File: src/hdl/fsfe_pkg.sv
// Package for the four-sample frequency estimator: widths, CORDIC table, states.
// No dependencies.
`default_nettype none
package fsfe_pkg;
	localparam int SampleW   = 16;
	localparam int RateW     = 16;
	localparam int LenW      = 13;
	localparam int MeanW     = 23;
	localparam int SumW      = 35;
	localparam int IdxW      = 12;
	localparam int FracBits  = 16;
	localparam int MaxBlock  = 4096;
	localparam int CordSteps = 16;
	localparam int TurnBits  = 20;
	// CORDIC datapath width: |X|,|Y| up to about 2^17 * 1.65
	localparam int CW        = 21;
	localparam int ZW        = 22;
	// Divider width: dividend |num| << 16 fits in 33 bits
	localparam int DivW      = 33;

	localparam logic [0:0] RegSampleRate  = 1'b0;
	localparam logic [0:0] RegBlockLength = 1'b1;

	typedef enum logic [7:0] {
		ST_IDLE  = 8'b0000_0001,
		ST_DIV   = 8'b0000_0010,
		ST_SQRT  = 8'b0000_0100,
		ST_CORD  = 8'b0000_1000,
		ST_MUL   = 8'b0001_0000,
		ST_ACC   = 8'b0010_0000,
		ST_MEAN  = 8'b0100_0000,
		ST_OUT   = 8'b1000_0000
	} state_t;

	function automatic logic [ZW-1:0] atan_turn(input logic [3:0] i);
		case (i)
			4'd0:  atan_turn = ZW'(131072);
			4'd1:  atan_turn = ZW'(77376);
			4'd2:  atan_turn = ZW'(40884);
			4'd3:  atan_turn = ZW'(20753);
			4'd4:  atan_turn = ZW'(10417);
			4'd5:  atan_turn = ZW'(5213);
			4'd6:  atan_turn = ZW'(2607);
			4'd7:  atan_turn = ZW'(1304);
			4'd8:  atan_turn = ZW'(652);
			4'd9:  atan_turn = ZW'(326);
			4'd10: atan_turn = ZW'(163);
			4'd11: atan_turn = ZW'(81);
			4'd12: atan_turn = ZW'(41);
			4'd13: atan_turn = ZW'(20);
			4'd14: atan_turn = ZW'(10);
			4'd15: atan_turn = ZW'(5);
			default: atan_turn = '0;
		endcase
	endfunction
endpackage
`default_nettype wire

File: src/hdl/fsfe_divider.sv
// Restoring unsigned divider, one quotient bit per cycle.
// Depends on fsfe_pkg.
`default_nettype none
module fsfe_divider (
	input  wire logic                          clk,
	input  wire logic                          arst_n,
	input  wire logic                          start,
	input  wire logic [fsfe_pkg::DivW+2-1:0]   dividend,
	input  wire logic [fsfe_pkg::DivW+2-1:0]   divisor,
	output logic                               done,
	output logic [fsfe_pkg::DivW+2-1:0]        quotient
);
	import fsfe_pkg::*;
	localparam int W = DivW + 2;
	localparam int CntW = $clog2(W + 1);

	logic [W-1:0]    rem_q, quo_q, dvs_q;
	logic [CntW-1:0] cnt_q;
	logic            busy_q;
	logic [W:0]      trial;

	assign trial = {rem_q[W-1:0], quo_q[W-1]} - {1'b0, dvs_q};

	always_ff @(posedge clk or negedge arst_n) begin
		if (!arst_n) begin
			busy_q <= 1'b0;
			cnt_q  <= '0;
			done   <= 1'b0;
		end else begin
			done <= 1'b0;
			if (start) begin
				busy_q <= 1'b1;
				cnt_q  <= CntW'(W);
			end else if (busy_q) begin
				cnt_q <= cnt_q - 1'b1;
				if (cnt_q == CntW'(1)) begin
					busy_q <= 1'b0;
					done   <= 1'b1;
				end
			end
		end
	end

	always_ff @(posedge clk) begin
		if (start) begin
			rem_q <= '0;
			quo_q <= dividend;
			dvs_q <= divisor;
		end else if (busy_q) begin
			if (!trial[W]) begin
				rem_q <= trial[W-1:0];
				quo_q <= {quo_q[W-2:0], 1'b1};
			end else begin
				rem_q <= {rem_q[W-2:0], quo_q[W-1]};
				quo_q <= {quo_q[W-2:0], 1'b0};
			end
		end
	end

	assign quotient = quo_q;
endmodule
`default_nettype wire

File: src/hdl/fsfe_core.sv
// Sequencer and shared datapath for one window: ratio divide, isqrt, CORDIC,
// scaling, accumulation and block mean. Depends on fsfe_pkg, fsfe_divider.
`default_nettype none
module fsfe_core (
	input  wire logic                           clk,
	input  wire logic                           arst_n,
	input  wire logic                           in_valid,
	output logic                                in_ready,
	input  wire logic signed [fsfe_pkg::SampleW-1:0] in_sample,
	output logic                                out_valid,
	input  wire logic                           out_ready,
	output logic [fsfe_pkg::MeanW-1:0]          out_mean,
	input  wire logic [fsfe_pkg::RateW-1:0]     sample_rate,
	input  wire logic [fsfe_pkg::LenW-1:0]      block_length
);
	import fsfe_pkg::*;
	localparam int DW = DivW + 2;

	state_t state_q;
	logic signed [SampleW-1:0] h0_q, h1_q, h2_q, s_q;
	logic [IdxW-1:0]  idx_q;
	logic [SumW-1:0]  sum_q;
	logic [MeanW-1:0] mean_q;
	logic             last_q, neg_q, oor_q;
	logic signed [CW-1:0] x_q, y_q;
	logic signed [ZW-1:0] z_q;
	logic [4:0]           step_q;
	// isqrt registers
	logic [35:0]          sv_q;
	logic [35:0]          sr_q;
	logic [35:0]          sb_q;
	logic [RateW+TurnBits-1:0] prod_q;
	logic [LenW-1:0]      len;

	// divider
	logic          div_start;
	logic [DW-1:0] div_a, div_b, div_q;
	logic          div_done;
	logic          div_ratio_q;

	fsfe_divider u_div (
		.clk(clk), .arst_n(arst_n), .start(div_start), .dividend(div_a),
		.divisor(div_b), .done(div_done), .quotient(div_q)
	);

	always_comb begin
		if (block_length < LenW'(4))
			len = LenW'(4);
		else if (block_length > LenW'(MaxBlock))
			len = LenW'(MaxBlock);
		else
			len = block_length;
	end

	logic signed [SampleW:0] num, den;
	logic [SampleW:0] an, ad;
	assign num = {s_q[SampleW-1], s_q} - {h0_q[SampleW-1], h0_q};
	assign den = {h2_q[SampleW-1], h2_q} - {h1_q[SampleW-1], h1_q};
	assign an  = num[SampleW] ? (SampleW+1)'(0) - num : num;
	assign ad  = den[SampleW] ? (SampleW+1)'(0) - den : den;

	// ratio saturation and x
	localparam logic [DW-1:0] RMax = DW'((64'd1 << (FracBits + 7)) - 1);
	localparam logic [DW-1:0] RNegMax = DW'(64'd1 << (FracBits + 7));
	logic signed [DW:0] ratio, xw;
	always_comb begin
		if (neg_q)
			ratio = (div_q > RNegMax) ? -$signed({1'b0, RNegMax})
			                          : -$signed({1'b0, div_q});
		else
			ratio = (div_q > RMax) ? $signed({1'b0, RMax}) : $signed({1'b0, div_q});
		xw = ratio - (DW+1)'(1 << FracBits);
	end

	localparam logic signed [DW:0] TwoOne = (DW+1)'(2 << FracBits);

	// x fits CW bits inside the acos domain; outside it, x and its square go unused
	logic signed [CW-1:0]   xc;
	logic signed [2*CW-1:0] xsq;
	assign xc  = CW'(xw);
	assign xsq = xc * xc;

	logic seq_start;
	assign seq_start = in_valid && in_ready;
	assign in_ready  = (state_q == ST_IDLE);

	// isqrt step
	logic [35:0] s_sum;
	assign s_sum = sr_q + sb_q;

	// CORDIC step
	logic signed [CW-1:0] dx, dy;
	assign dx = y_q >>> step_q[3:0];
	assign dy = x_q >>> step_q[3:0];

	logic [SumW:0]   sum_n;
	logic [SumW-1:0] sum_sat;
	assign sum_n   = {1'b0, sum_q} + (SumW+1)'(prod_q >> (TurnBits - 8));
	assign sum_sat = sum_n[SumW] ? {SumW{1'b1}} : sum_n[SumW-1:0];

	// start of divider: ratio or mean
	always_comb begin
		div_start = 1'b0;
		div_a = '0;
		div_b = '0;
		if (state_q == ST_ACC && last_q) begin
			div_start = 1'b1;
			div_a = DW'(sum_sat);
			div_b = DW'(len - LenW'(3));
		end else if (div_ratio_q) begin
			div_start = 1'b1;
			div_a = DW'({an, {FracBits{1'b0}}});
			div_b = DW'(ad);
		end
	end

	// output word register: load the block mean once the previous word has left
	logic [MeanW-1:0] mean_sat;
	logic             out_load;
	assign mean_sat = (div_q > DW'({MeanW{1'b1}})) ? {MeanW{1'b1}} : div_q[MeanW-1:0];
	assign out_load = (state_q == ST_OUT) && (!out_valid || out_ready);

	always_ff @(posedge clk or negedge arst_n) begin
		if (!arst_n) begin
			out_valid <= 1'b0;
		end else if (out_load) begin
			out_valid <= 1'b1;
		end else if (out_ready) begin
			out_valid <= 1'b0;
		end
	end

	always_ff @(posedge clk) begin
		if (out_load)
			mean_q <= mean_sat;
	end

	always_ff @(posedge clk or negedge arst_n) begin
		if (!arst_n) begin
			state_q     <= ST_IDLE;
			h0_q <= '0; h1_q <= '0; h2_q <= '0;
			idx_q       <= '0;
			sum_q       <= '0;
			div_ratio_q <= 1'b0;
		end else begin
			div_ratio_q <= 1'b0;
			case (state_q)
				ST_IDLE: begin
					if (seq_start) begin
						s_q    <= in_sample;
						last_q <= ({1'b0, idx_q} + (IdxW+1)'(1)) >= (IdxW+1)'(len);
						if (idx_q >= IdxW'(3)) begin
							state_q     <= ST_DIV;
							div_ratio_q <= 1'b1;
						end else begin
							prod_q  <= '0;
							state_q <= ST_ACC;
						end
					end
				end
				ST_DIV: begin
					neg_q <= num[SampleW] ^ den[SampleW];
					if (den == '0) begin
						x_q   <= '0;
						oor_q <= 1'b0;
						sv_q  <= 36'd1 << (2 * FracBits + 2);
						sr_q  <= '0;
						sb_q  <= 36'd1 << 34;
						state_q <= ST_SQRT;
					end else if (div_done) begin
						oor_q <= (xw > TwoOne) || (xw < -TwoOne);
						x_q   <= xc;
						sv_q  <= (36'd1 << (2 * FracBits + 2)) - 36'(xsq);
						sr_q  <= '0;
						sb_q  <= 36'd1 << 34;
						state_q <= ST_SQRT;
					end
				end
				ST_SQRT: begin
					if (oor_q) begin
						prod_q  <= '0;
						state_q <= ST_ACC;
					end else if (sb_q != '0) begin
						if (sv_q >= s_sum) begin
							sv_q <= sv_q - s_sum;
							sr_q <= (sr_q >> 1) + sb_q;
						end else begin
							sr_q <= sr_q >> 1;
						end
						sb_q <= sb_q >> 2;
					end else begin
						step_q <= '0;
						if (x_q < 0) begin
							y_q <= -x_q;
							x_q <= CW'(sr_q);
							z_q <= ZW'(1 << (TurnBits - 2));
						end else begin
							y_q <= CW'(sr_q);
							z_q <= '0;
						end
						state_q <= ST_CORD;
					end
				end
				ST_CORD: begin
					if (step_q == 5'(CordSteps)) begin
						state_q <= ST_MUL;
						if (z_q < 0)
							z_q <= '0;
						else if (z_q > ZW'(1 << (TurnBits - 1)))
							z_q <= ZW'(1 << (TurnBits - 1));
					end else begin
						if (y_q > 0) begin
							x_q <= x_q + dx;
							y_q <= y_q - dy;
							z_q <= z_q + atan_turn(step_q[3:0]);
						end else begin
							x_q <= x_q - dx;
							y_q <= y_q + dy;
							z_q <= z_q - atan_turn(step_q[3:0]);
						end
						step_q <= step_q + 1'b1;
					end
				end
				ST_MUL: begin
					prod_q  <= sample_rate * z_q[TurnBits-1:0];
					state_q <= ST_ACC;
				end
				ST_ACC: begin
					h0_q <= h1_q; h1_q <= h2_q; h2_q <= s_q;
					if (idx_q >= IdxW'(3))
						sum_q <= sum_sat;
					if (last_q) begin
						idx_q   <= '0;
						state_q <= ST_MEAN;
					end else begin
						idx_q   <= idx_q + 1'b1;
						state_q <= ST_IDLE;
					end
				end
				ST_MEAN: begin
					if (div_done) begin
						sum_q   <= '0;
						state_q <= ST_OUT;
					end
				end
				ST_OUT: begin
					// hold the quotient until the output register is free
					if (!out_valid || out_ready)
						state_q <= ST_IDLE;
				end
				default: state_q <= ST_IDLE;
			endcase
		end
	end

	assign out_mean = mean_q;
endmodule
`default_nettype wire

File: src/hdl/four_sample_freq_estimator_unit.sv
// Top level: configuration registers and the stream ports around fsfe_core.
// Depends on fsfe_pkg, fsfe_core.
//
//  channel  | direction | word
//  s_axis   | in        | tdata[15:0] sample
//  m_axis   | out       | tdata[22:0] mean_freq, zero-filled to 24 bits
//  cfg      | in        | index 0 sample_rate, 1 block_length
//
// A window sample is accepted, then passes the divide state (serial divider plus start
// and done), the isqrt loop, the CORDIC steps, one multiply and one accumulate. A ratio
// outside the acos domain skips isqrt, CORDIC and multiply; equal middle samples skip only
// the wait for the divider. The first three samples of a block go straight to accumulate.
// The last sample adds the mean divide and the load of the output word.
// Reset is asynchronous; s_axis_tready is low while a sample is in work and while a new
// mean waits for the previous word to leave.
`default_nettype none
module four_sample_freq_estimator_unit (
	input  wire logic        clk,
	input  wire logic        arst_n,
	input  wire logic        s_axis_tvalid,
	output logic             s_axis_tready,
	input  wire logic [15:0] s_axis_tdata,   // [15:0] sample
	output logic             m_axis_tvalid,
	input  wire logic        m_axis_tready,
	output logic [23:0]      m_axis_tdata,   // [22:0] mean_freq
	input  wire logic        cfg_valid,
	output logic             cfg_ready,
	input  wire logic [0:0]  cfg_index,
	input  wire logic [15:0] cfg_data
);
	import fsfe_pkg::*;

	logic [RateW-1:0] rate_q;
	logic [LenW-1:0]  len_q;
	logic [MeanW-1:0] mean;

	assign cfg_ready = 1'b1;

	always_ff @(posedge clk or negedge arst_n) begin
		if (!arst_n) begin
			rate_q <= RateW'(16000);
			len_q  <= LenW'(3072);
		end else if (cfg_valid) begin
			case (cfg_index)
				RegSampleRate:  rate_q <= cfg_data;
				RegBlockLength: len_q  <= cfg_data[LenW-1:0];
				default: ;
			endcase
		end
	end

	fsfe_core u_core (
		.clk(clk), .arst_n(arst_n),
		.in_valid(s_axis_tvalid), .in_ready(s_axis_tready),
		.in_sample($signed(s_axis_tdata)),
		.out_valid(m_axis_tvalid), .out_ready(m_axis_tready), .out_mean(mean),
		.sample_rate(rate_q), .block_length(len_q)
	);

	assign m_axis_tdata = {1'b0, mean};
endmodule
`default_nettype wire
File: config.mk
export PLATFORM = sky130hd
export DESIGN_NAME = four_sample_freq_estimator_unit
export DESIGN_NICKNAME = d
export VERILOG_FILES = /design/src/hdl/fsfe_pkg.sv /design/src/hdl/fsfe_divider.sv /design/src/hdl/fsfe_core.sv /design/src/hdl/four_sample_freq_estimator_unit.sv
export SDC_FILE = /design/constraint.sdc
export NUM_CORES = 2
export LEC_CHECK = 0
export ABC_AREA = 1
export BUFFER_PORTS_ARGS = -buffer_cell sky130_fd_sc_hd__buf_2
export CAP_MARGIN = 20
export CORE_AREA = 2 2 307 430
export CTS_CLUSTER_DIAMETER = 50
export DETAILED_ROUTE_END_ITERATION = 8
export DIE_AREA = 0 0 309 432
export PLACE_DENSITY = 0.67
export SETUP_SLACK_MARGIN = 0.02
export SYNTH_ARGS = -nofsm -noshare
export SYNTH_HDL_FRONTEND = slang
export SYNTH_HIERARCHICAL = 1
export SYNTH_SLANG_ARGS = --single-unit
export TNS_END_PERCENT = 20
File: constraint.sdc
create_clock -name clk -period 16.55 [get_ports clk]
set_input_delay 1.655 -clock clk [delete_from_list [all_inputs] [get_ports clk]]
set_output_delay 1.655 -clock clk [all_outputs]
set_load 0.05 [all_outputs]
# Word level (Yosys, flattened, before mapping)
# Memories as Yosys holds them, arrays and structs flattened. A register that Yosys moved wholly into a read port is not among the register bits.
# Cells that the tools add are included.
# Widths: inputs -> output; s select.
[totals]
mem_bits_ro = 576
in_bits = 38
wordCells = 231
ram_bits = 0
latch_bits = 0
register_bits = 502
n_memories = 2
[mem_list]
columns = ["name", "depth", "word_bits", "rd", "rd_ports_with_merged_regs", "write_ports", "line_no", "source"]
rows = [
  ["(no name shown)", 16, 18, 1, 1, 0, "fsfe_pkg.sv:36", "case (i)"],
  ["(no name shown)", 16, 18, 1, 1, 0, "fsfe_pkg.sv:36", ""],
]
[op_classes]
mul = 2
n_addsub = 24
reduce_logical = 29
bitwise = 2
magnitude_cmp = 13
n_eq_ne = 26
n_mux = 102
shift = 2
div_mod_pow = 0
[ops]
columns = ["cell", "count"]
rows = [
  ["$mux 36", 19],
  ["$mux 35", 9],
  ["$mux 22", 12],
  ["$mux 21", 12],
  ["$pmux 36 s2", 3],
  ["$pmux 36 s3", 1],
  ["$pmux 35 s2", 1],
  ["$mux 8", 8],
  ["$pmux 8 s8", 1],
  ["$pmux 21 s3", 1],
  ["$mux 17", 3],
  ["$pmux 22 s2", 1],
  ["$add 21x21->21", 2],
  ["$pmux 21 s2", 1],
  ["$sshr 21x4->21", 2],
  ["$sub 21x21->21", 2],
  ["$add 35x24->36", 1],
  ["$add 35x36->36", 1],
  ["$add 36x36->36", 1],
  ["$ge 36x36->1", 1],
  ["$gt 36x19->1 const B", 1],
  ["$lt 36x18->1 const B", 1],
  ["$mul 16x20->36", 1],
  ["$mul 21x21->36", 1],
  ["63 further kinds", 114],
]

# Logic depth before layout (Yosys ltp)
[logic_depth]
depth_word = 9
mapped_depth = 44
ltp_nobuf = 42

# By module
# Netlist, hierarchy kept.
[by_module_without_submodules]
columns = ["mod", "cells_per_inst", "instances", "seq_area_each_um2", "area_per_inst_um2"]
rows = [
  ["fsfe_core", 7397, 1, 9745.6, 55742.2],
  ["fsfe_divider", 1065, 1, 3002.9, 7379.6],
  ["four_sample_freq_estimator_unit", 130, 1, 735.7, 1189.9],
]

# Worst setup path after synthesis
# OpenSTA, ideal clock, no wires.
[synth_timing]
kind = "flip-flop to flip-flop"
from = "register u_core.u_div.quo_q[0], in the netlist u_core/u_div/quotient[0]"
to = "register u_core.sv_q[33] (data pin)"
path_stages_with_launch = 41
path_slack_ns = 7.950
arrival_time_ns = 8.335
path_cell_list = "edfxtp_1 > inv_2 > ha_1 > nand3_2 > nor2_8 > nand2_4 > nor2_4 > nand2_2 > nand2_8 > nand2_8 > o21ai_4 > inv_2 > ha_1 > nand3_2 > o21ai_1 > nand2_2 > inv_2 > buf_4 > [5 not listed] > inv_1 > fa_1 > fa_1 > fa_1 > fa_1 > inv_1 > fa_1 > inv_1 > ha_1 > nand2_1 > nor4_1 > nand2_1 > o21ai_0 > nand2_1 > nand2_1 > nand2_1 > nand2_1 > o21ai_0"
[synth_via]
elab_chain_len = 9
elab_cells_between_ends = 12
cone_classes = "3 x add/sub; 1 x mul; 2 x order compare; 6 x mux"
[synth_rtl]
columns = ["item", "line_no", "source"]
rows = [
  ["start, declared", "fsfe_divider.sv:17", "logic [W-1:0] rem_q, quo_q, dvs_q;"],
  ["start signal, assigned", "fsfe_divider.sv:47", "quo_q <= dividend;"],
  ["start signal, assigned", "fsfe_divider.sv:52", "quo_q <= {quo_q[W-2:0], 1'b1};"],
  ["start signal, assigned", "fsfe_divider.sv:55", "quo_q <= {quo_q[W-2:0], 1'b0};"],
  ["$neg 35->36, or another cell as far along", "fsfe_core.sv:69", ": -$signed({1'b0, div_q});"],
  ["$mux 36 or $mux 35 (tied branches)", "fsfe_core.sv:68, fsfe_core.sv:71", ""],
  ["$mux 36 (*)", "fsfe_core.sv:67", "if (neg_q)"],
  ["$sub 36x18->36 (*)", "fsfe_core.sv:72", "xw = ratio - (DW+1)'(1 << FracBits);"],
  ["$mul 21x21->36 (*)", "fsfe_core.sv:81", "assign xsq = xc * xc;"],
  ["$sub 35x36->36 (*)", "fsfe_core.sv:173", "sv_q <= (36'd1 << (2 * FracBits + 2)) - 36'(xsq);"],
  ["$mux 36 (*)", "fsfe_core.sv:170", "end else if (div_done) begin"],
  ["$mux 36 (*)", "fsfe_core.sv:163", "if (den == '0) begin"],
  ["$pmux 36 s2 (*)", "fsfe_core.sv:147", "case (state_q)"],
  ["end signal, assigned", "fsfe_core.sv:166", "sv_q <= 36'd1 << (2 * FracBits + 2);"],
  ["end signal, assigned", "fsfe_core.sv:173", ""],
  ["end signal, assigned", "fsfe_core.sv:185", "sv_q <= sv_q - s_sum;"],
  ["end, declared", "fsfe_core.sv:29", "logic [35:0] sv_q;"],
]
# Every way passes the cells marked *; elsewhere a longest branch is shown, timed or not. The select of a mux whose other input is x is not followed.
# A chain may end at the register's enable or synchronous reset.

# Final worst setup path
# Same ends and word-level chain as after synthesis.

==> flow_metrics.tcl <==
set metrics [dict create \
    setup_viol 0 \
    synth_seq_cells 490 \
    ant_nets 0 \
    ctsRootBufferMaster "clkbuf_16" \
    arrival_ns 10.57 \
    viasPerCell 5.40 \
    path_common_cell "fa_1" \
    critPathMaxStageDelay_ns 0.82 \
    cts_htree_levels 3 \
    cts_post_setup_buffers_inserted 0 \
    die_x_um 309 \
    dpl_cell_area_sq_um 66100 \
    crit_path_end_kind "flop" \
    firstDrtPassIters 6 \
    first_iter_violations 4089 \
    worstMarginPinSlew_ns 1.14 \
    synthArstFlopShare_pct 29.0 \
    fin_area_sq_um 68500 \
    synthFlopType "edfxtp_1" \
    syn_inst 8592 \
    wl_um 192000 \
    clk_path_buf_depth 3 \
    hold_violations 0 \
    cts_tree "done" \
    skew_ns 0.0383 \
    fin_util_pct 52.7 \
    antenna_found_initial 7 \
    outcome "complete, no violations" \
    wire_per_inst_um 18.6 \
    place_hpwl_um 153000 \
    ys_types 88 \
    fmax_mhz 98.0 \
    grt_first_pass_wirelength_um 305000 \
    grt_pass1_vias 56468 \
    area_growth_pct 6.51 \
    hold_ws_ns 0.473 \
    start_kind "flop" \
    gp_congestion 0.953 \
    timing.setup.tns_ns 0 \
    drive_gt1_share_pct 5.41 \
    worstPathRequired_ns 16.91 \
    port_buffers 62 \
    grt_overflow_total 0 \
    dieArea_sq_um 133000 \
    clkTransAtPathRegs_ns 0.06 \
    io_pins 65 \
    clkSinkCount 490 \
    critPathSlowestCell "fa_1" \
    fin_crit_ns 10.21 \
    cts_buffers 70 \
    grt_max_degree 73 \
    cts.repair.resized 0 \
    synth_warnings 6 \
    rsz0062_at_grt "no" \
    finalCritPeriodShare_pct 61.7 \
    yosysSeqAreaShare_pct 21.0 \
    cts_hold_buffers 0 \
    syn-mean-instance-area_sq_um 7.49 \
    clkLatencyLatePin_ns 0.70 \
    crit_path_max_fanout 32 \
    core_sq_um 130000 \
    num-nets-final 9715 \
    slew_violations 0 \
    track_usage_pct 29.1 \
    die_h_um 432 \
    core.rowCount 157 \
    max-cap-violations 0 \
    syn-cell-area_sq_um 64300 \
    hp-class "flop to flop" \
    drc 0 \
    start_util_pct 49.5 \
    synth_edf_count 295 \
    slew_headroom_pct 23.9 \
    path_class "flop to flop" \
    num_vias 55842 \
]
## cell usage after synthesis, types with 9 or more instances
cell type	count	area share (%)
xnor2_1	110	1.5
dfstp_2	9	0.37
edfxtp_1	295	14
nor2_2	27	0.26
nor3_1	84	0.65
nand3_2	9	0.14
nand2_1	2139	12
nor2_1	648	3.8
o22ai_1	22	0.21
o21ai_1	89	0.69
dfrtp_1	133	5.2
buf_6	19	0.33
o21a_1	23	0.27
o21ai_2	17	0.23
nand3_1	379	2.9
nand3b_1	12	0.14
ha_1	499	9.7
fa_1	640	20
buf_2	57	0.44
dfxtp_1	53	1.6
nand2_2	35	0.34
o21bai_1	32	0.37
nor4_1	43	0.42
buf_1	14	0.082
o31ai_1	12	0.14
nand4_1	77	0.75
buf_4	13	0.15
xor2_1	168	2.3
a21oi_1	441	3.4
o21ai_0	406	3.2
o221ai_1	19	0.26
o211ai_1	24	0.28
inv_1	1611	9.4
or2_2	28	0.27
a31oi_1	31	0.30
a21o_1	32	0.37
clkbuf_1	152	0.89
inv_2	44	0.26
## worst max-delay path, delay by kind of cell, from the launching register on
family          cells  cell delay [ns]
fa+ha+maj          10             4.96
buf+inv             8             1.19
simple gates       17             2.33
compound gates      4             0.94
flops               1             0.47
## state kept, by name, indices dropped and copies added (netlist names), 22 cells and up, named ones only
signal and count:
u_core/sr_q 36, u_core/sv_q 36, u_core/sum_q 35, u_core/u_div/dvs_q 35, u_core/u_div/quotient 35, u_core/u_div/rem_q 35, u_core/prod_q 24, u_core/out_mean 23
u_core/z_q 22
## per-layer routing
layer / GRT usage (%) / wire length, um / up-vias
met5: 0 / 40 / -
met4: 12.0 / 8800 / 6
met3: 4.96 / 12700 / 452
met2: 50.2 / 93300 / 1761
met1: 36.0 / 77600 / 26611
li1: - / - / 27012
## layout by cell type (no fill, tap or decap), types with 44 or more instances in the layout
cell,netlist,final
buf_4,13,49
dfxtp_1,53,53
o21ai_1,89,89
dfrtp_1,133,133
buf_2,57,61
o21ai_0,406,406
edfxtp_1,295,295
nand3_1,379,379
xor2_1,168,168
nor3_1,84,82
inv_1,1611,1610
nand4_1,77,77
a21oi_1,441,440
inv_2,44,44
fa_1,640,640
nand2_1,2139,2136
xnor2_1,110,110
clkbuf_16,0,73
nor2_1,648,642
ha_1,499,499
## logic make-up (layout without fill, tap and decap cells)
| kind of cell | count (synthesis) | in the layout | share of synthesized area, % |
|---|---|---|---|
| AND/OR/NAND/NOR | 3528 | 3528 | 22.9 |
| adder cells (fa/ha/maj) | 1139 | 1139 | 29.6 |
| multiplexers | 8 | 8 | 0.125 |
| other | 3 | 22 | 0.0175 |
| buffers and inverters | 1918 | 1903 | 11.6 |
| AO/OA/AOI/OAI | 1226 | 1226 | 10.9 |
| flip-flops | 490 | 490 | 21.0 |
| XOR/XNOR | 280 | 280 | 3.84 |
## area by class of cell
type                    instances  area, sq um
fillers                     12776        61500
repair buffers                114          739
clock buffers                  81         1870
well taps                    1749         2190
inverters                    1661         6230
diodes                          2         5.00
flip-flops and latches        490        13500
multi-input cells            6201        43500
clock inverters                47          518
## path summary, 6_finish.rpt
kind                                                     startpoint                                  end  slack [ns]  cells past startpoint
worst min register to register  u_core/u_div/rem_q[24]$_SDFFE_PP0P_  u_core/u_div/rem_q[24]$_SDFFE_PP0P_        0.47                      2
worst max-delay path             u_core/u_div/quotient[0]$_DFFE_PP_            u_core/sv_q[33]$_DFFE_PP_        6.34                     39
worst max register to register   u_core/u_div/quotient[0]$_DFFE_PP_            u_core/sv_q[33]$_DFFE_PP_        6.34                     39
min in group asynchronous                                    arst_n          u_core/h2_q[10]$_DFFE_PN0N_        0.90                      1
worst min-delay path            u_core/u_div/rem_q[24]$_SDFFE_PP0P_  u_core/u_div/rem_q[24]$_SDFFE_PP0P_        0.47                      2
max in group asynchronous                                    arst_n                 len_q[9]$_DFFE_PN0P_       14.59                      2
## through the flow
step,setup slack (ns),std cells
6_report,6.34,10345
5_1_grt,5.59,10345
4_1_cts,6.30,10341
3_5_place_dp,6.32,10213
3_3_place_gp,6.59,10212
2_1_floorplan,7.95,8609
Power is left out: the tool's default activity adds up to more than one toggle a clock period on the data nets, which glitch-free logic cannot reach.
